<file path="src/rtl/rct_div.sv">
// Radix-2 restoring divider, one quotient bit per cycle, 16-bit quotient.
// Requires dividend[31:16] < divisor. No dependencies.
module rct_div (
  input  logic        clk,
  input  logic        rst_n,
  input  logic        start,
  input  logic [31:0] dividend,
  input  logic [14:0] divisor,
  output logic        done,
  output logic [15:0] quotient
);

  logic [15:0] rem_r;
  logic [15:0] q_r;
  logic [14:0] dv_r;
  logic [4:0]  step_r;
  logic        busy_r;
  logic        done_r;
  logic [16:0] trial;
  logic        take;

  assign trial    = {rem_r, q_r[15]};
  assign take     = trial >= {2'b00, dv_r};
  assign done     = done_r;
  assign quotient = q_r;

  always_ff @(posedge clk) begin
    if (!rst_n) begin
      busy_r <= 1'b0;
      done_r <= 1'b0;
      step_r <= '0;
    end else begin
      done_r <= 1'b0;
      if (start) begin
        rem_r  <= dividend[31:16];
        q_r    <= dividend[15:0];
        dv_r   <= divisor;
        step_r <= '0;
        busy_r <= 1'b1;
      end else if (busy_r) begin
        rem_r  <= take ? 16'(trial - {2'b00, dv_r}) : trial[15:0];
        q_r    <= {q_r[14:0], take};
        step_r <= step_r + 5'd1;
        if (step_r == 5'd15) begin
          busy_r <= 1'b0;
          done_r <= 1'b1;
        end
      end
    end
  end

endmodule

</file>
<file path="config.mk">
export PLATFORM = sky130hd
export DESIGN_NAME = rct_div
export DESIGN_NICKNAME = d
export VERILOG_FILES = /design/src/rtl/rct_div.sv
export SDC_FILE = /design/constraint.sdc
export NUM_CORES = 1
export LEC_CHECK = 0
export BUFFER_PORTS_ARGS = -buffer_cell sky130_fd_sc_hd__buf_2
export CAP_MARGIN = 20
export CORE_MARGIN = 4
export CORE_UTILIZATION = 50
export DETAILED_ROUTE_END_ITERATION = 6
export PLACE_DENSITY = 0.87
export SLEW_MARGIN = 5
export SYNTH_ARGS = -nofsm -noshare
export SYNTH_HDL_FRONTEND = slang
export SYNTH_SLANG_ARGS = --single-unit
</file>
<file path="constraint.sdc">
create_clock -name clk -period 2.3 [get_ports clk]
set_input_delay 0 -clock clk [delete_from_list [all_inputs] [get_ports clk]]
set_output_delay 0 -clock clk [all_outputs]
set_load 0.02 [all_outputs]
</file>
== Word level (Yosys, flattened, before mapping) ==
Cells that the tools add are included.
Storage, ports and cells
  memory bits (writable): 0
  input port bits: 50
  latch bits: 0
  word-level logic and storage cells: 26
  bits in read-only memories: 0
  memories: 0
  register bits after elaboration: 54
Cells by class
  equality and inequality tests: 1
  divide/modulo/power cells: 0
  shift operators: 0
  reductions and logical operators: 5
  multiply operators: 0
  add/sub/neg operators: 2
  bitwise logic cells: 2
  order comparisons: 1
  mux-type cells: 9
Operator list (count)
  16-bit two-way mux: 5
  17-bit by 15-bit >= comparator with 1-bit output: 1
  16-bit by 15-bit subtractor with 16-bit output: 1
  5-bit by 1-bit adder with 5-bit output (second input constant): 1
  5-bit by 4-bit == test with 1-bit output (second input constant): 1
  1-bit two-way mux: 4
  2-bit AND reduction: 2
  3-bit OR reduction: 1
  1-bit inverter: 2
  2-bit nonzero test: 1
  2-bit OR reduction: 1

== Depth between registers and ports, before layout ==
  depth in word-level cells: 4
  depth in mapped cells: 10
  depth with buffers taken out: 10

== Worst setup path after synthesis ==
No wires, ideal clock.
  kind: flip-flop to flip-flop
  start: reg q_r[15], in the netlist quotient[15]
  end: reg rem_r[12] (data pin)
  path buffers: 0
  data required time: 2040 ps
  clock period less this slack: 2539 ps
  stages on the path, launching flop included: 11
  setup time: 260 ps
  arrival: 2278 ps
  slack: -239 ps
  cells stage by stage: edfxtp_1 > inv_1 > ha_1 > inv_1 > fa_1 > a211oi_1 > o21ai_0 > a211o_1 > a21o_1 > o211ai_1 > a2bb2oi_1
On the way
  word-level cells in the longest chain between the ends: 4
  elaborated cells on any way between the ends: 5
  classes of those cells: add/sub: 1; order compare: 1; mux: 3
Ends and longest elaborated chain
  start: declaration: RTL line 14  | logic [15:0] q_r;
  start signal: assignment: RTL line 36  | q_r <= dividend[15:0];
  start signal: assignment: RTL line 42  | q_r <= {q_r[14:0], take};
  16-bit by 15-bit subtractor with 16-bit output or 17-bit by 15-bit >= comparator with 1-bit output (tied branches): RTL line 41, 23
  16-bit two-way mux *: RTL line 41  | rem_r <= take ? 16'(trial - {2'b00, dv_r}) : trial[15:0];
  16-bit two-way mux *: RTL line 40  | end else if (busy_r) begin
  16-bit two-way mux *: RTL line 34  | if (start) begin
  end signal: assignment: RTL line 35  | rem_r <= dividend[31:16];
  end signal: assignment: RTL line 41
  end: declaration: RTL line 13  | logic [15:0] rem_r;
Every way passes the cells marked *; elsewhere a longest branch is shown, timed or not. The select of a mux whose other input is x is not followed.
A chain may end at the register's enable or synchronous reset.

== Final worst setup path ==
  start: reg rem_r[0]
  end: reg rem_r[13] (data pin)
On the way
  word-level cells in the longest chain between the ends: 4
  elaborated cells on any way between the ends: 5
  classes of those cells: add/sub: 1; order compare: 1; mux: 3
Ends and longest elaborated chain (RTL line)
  16-bit by 15-bit subtractor with 16-bit output or 17-bit by 15-bit >= comparator with 1-bit output (tied branches): 41, 23
  16-bit two-way mux *: 41
  16-bit two-way mux *: 40
  16-bit two-way mux *: 34
Marked as above.

==> impl_metrics.env <==
export IMPL_p_leak_uw=0.001937
export IMPL_seq_area_um2=1551
export IMPL_cp_end_kind="flop"
export IMPL_synth_area_um2=3191
export IMPL_rsz0062_at_grt="true"
export IMPL_hold_path_end="quotient[1]"
export IMPL_drv_slew=0
export IMPL_cp_arrival_ps=2690
export IMPL_start_util_pct=52.64
export IMPL_synth_top_area_cell="edfxtp_1"
export IMPL_antenna_found_initial=0
export IMPL_hold_ws_ps=3.836
export IMPL_nets=498
export IMPL_setup_viol=17
export IMPL_cp_max_fo=4
export IMPL_wl_per_cell_um=19.91
export IMPL_fin_worst_skew_ps=13.84
export IMPL_min_path_cells=2
export IMPL_max_cap_violations=0
export IMPL_grt_overflow_total=0
export IMPL_cts_made_buffers=5
export IMPL_netlist_instances=284
export IMPL_cts_tree="built"
export IMPL_worst_pin_slew_ps=507.5
export IMPL_insertion_delay_ps=320
export IMPL_finalSetupTns_ps=-3810
export IMPL_async_flop_share_pct=0
export IMPL_grt_max_degree=26
export IMPL_max_freq_ghz=0.3845
export IMPL_place_congestion=0.9550
export IMPL_ff2ff_path_depth=8
export IMPL_antenna_cells=0
export IMPL_ys_types=61
export IMPL_crit_type="reg -> reg"
export IMPL_clkSinkCount=54
export IMPL_final_cell_mix="66 x buf_2, 50 x buf_4, 47 x edfxtp_1, 32 x dlygate4sd3_1, 22 x nor2_1"
export IMPL_synthFlopType="edfxtp_1"
export IMPL_hpwl_um=5933
export IMPL_die_x_um=87.88
export IMPL_die_h_um=87.88
export IMPL_slew_headroom_pct=65.81
export IMPL_syn_to_final_growth_pct=47.22
export IMPL_drt_iter0_markers=332
export IMPL_failed_checks="DRC, setup timing"
export IMPL_power_uw=3003
export IMPL_fill_cells=356
export IMPL_layout_min_cycle_time_ps=2601
export IMPL_rr_startpoint="rem_r[0]"
export IMPL_io_buffer_count=66
export IMPL_ys_warn_count=0
export IMPL_clock_path_buffers=2
export IMPL_ios=67
export IMPL_drtPass1Iterations=7
export IMPL_h_tree_depth=2
export IMPL_synth_edf_count=47
export IMPL_ys_seq_area_share_pct=48.63
export IMPL_power_density_nw_per_um2=639.4
export IMPL_ys_ff_latch=54
export IMPL_die_area_um2=7723
export IMPL_crit_required_ps=2390
export IMPL_hold_viol=0
export IMPL_hold_class="in -> reg"
export IMPL_avgSynthCellArea_um2=11.23
export IMPL_reg2reg_to="rem_r[13]"
export IMPL_via_per_inst=6.117
export IMPL_clkSlewWorstSetupHoldPaths_ps=120
export IMPL_multi_input_area_um2=1764
export IMPL_worst_slack_ps=-300.7
export IMPL_dp_cells=454
export IMPL_worst_setup_path_start_kind="flop"
export IMPL_wl_um=10070
export IMPL_grt_usage_pct=24.62
export IMPL_cts_root_buf="clkbuf_8"
export IMPL_antenna_left=0
export IMPL_ir_drop_mv=0.3525
export IMPL_syn_num_nets=352
export IMPL_drive_above_1_share_pct=44.78
export IMPL_place_area_um2=3901
export IMPL_synthTopCellsByArea="edfxtp_1 44%, ha_1 6.7%, mux2_2 6.0%"
export IMPL_core_area_um2=6061
export IMPL_min_from="dividend[1]"
export IMPL_grt_pass1_vias=3098
export IMPL_rows=28
export IMPL_final_common_cell="buf_2"
export IMPL_num_vias=3095
export IMPL_reg2reg_setup_slack_ps=-300
export IMPL_drcViolationCount=9
export IMPL_final_cell_count_no_fill=506
export IMPL_stdcell_area_um2=4697
export IMPL_grt_pass1_wl_um=14670
export IMPL_synth_top_cell_area_share_pct=44.24
export IMPL_outcome="finished, violations left"
export IMPL_timing_final_crit_share_pct=113.1
-- cells by family after synthesis --
group	count (synthesis)	synth area share, %
simple gates	71	11.49
mux	20	6.941
fa+ha+maj	18	7.294
buf+inv	35	4.705
compound gates	76	18.20
flops	54	48.63
xor+xnor	10	2.745
-- cells in the mapped netlist, drive strengths merged (2+ instances only) --
master,number
nor2b,3
a211o,4
a221oi,2
a211oi,4
nand2,11
dfxtp,7
o22ai,2
nor3,4
clkbuf,9
a21o,5
nor2,23
a2bb2oi,3
and2,3
nand3,10
edfxtp,47
xnor2,4
and3,4
inv,20
mux2i,3
o21ai,11
nand2b,2
buf,5
nand4,4
a21oi,9
mux2,17
o211ai,4
xor2,6
a31oi,11
ha,17
o21a,2
a21boi,2
a31o,2
o31ai,2
-- metal layers --
layer / track usage, % / vias up / routed length (um)
li1: - / 1370 / -
met1: 28.68 / 1448 / 3640
met2: 42.19 / 225 / 5023
met3: 6.021 / 52 / 988
met4: 12.27 / 0 / 420
met5: 0 / - / 0
-- sequential cells by signal, indices dropped and copies added (netlist names) --
register,cells
quotient,16
dv_r,15
rem_r,16
step_r,5
done,1
busy_r,1
-- per-stage QoR --
step | utilization (%) | setup slack (ps)
after floorplan | - | -97.67
after global placement | 64.37 | -127.9
after detailed placement | 64.37 | -220.8
after CTS | 74.90 | -187.8
after global routing | 77.50 | -374.9
final | 77.50 | -300.7
-- critical path: stages (launching register included) --
cell and delay (ps):
edfxtp_1 480, ha_4 310, nor2b_4 140, o211ai_1 150, a211o_1 410, a32oi_2 310, buf_4 180, nor2_4 40
a311o_1 350
-- final cells by class --
class	count	area share, %
multi-input cells	195	37.56
well taps	75	1.998
clock buffers	5	1.465
flip-flops and latches	54	33.03
clock inverters	3	1.039
inverters	21	1.678
repair buffers	153	23.23
-- how the worst max path moves through the flow --
| stage | startpoint | to | slack (ps) | cells past startpoint |
|---|---|---|---|---|
| floorplan | rem_r[7] | quotient[0] | -100 | 8 |
| CTS | rem_r[5] | rem_r[15] | -190 | 8 |
| global route | quotient[15] | rem_r[8] | -370 | 10 |
| global placement | rem_r[8] | rem_r[15] | -130 | 8 |
| finish | rem_r[0] | rem_r[13] | -300 | 8 |
| detailed placement | rem_r[8] | rem_r[15] | -220 | 8 |
-- where the power goes --
group	total, uW	internal [uW]	switching [uW]
logic	1110	536	573
registers	1200	1160	46.4
clock network	692	333	359
total	3000	2020	979
-- what timing repair did --
| item | in CTS | in global routing |
|---|---|---|
| hold buffers | 31 | 1 |
| endpoints found under the hold margin | 31 | 1 |
| buffers inserted | 5 | 7 |
| endpoints found under the setup margin | 17 | 17 |
| resized for setup | 24 | 17 |
| pin swaps | 22 | 26 |
No activity file was read; power rests on OpenSTA's default activity.
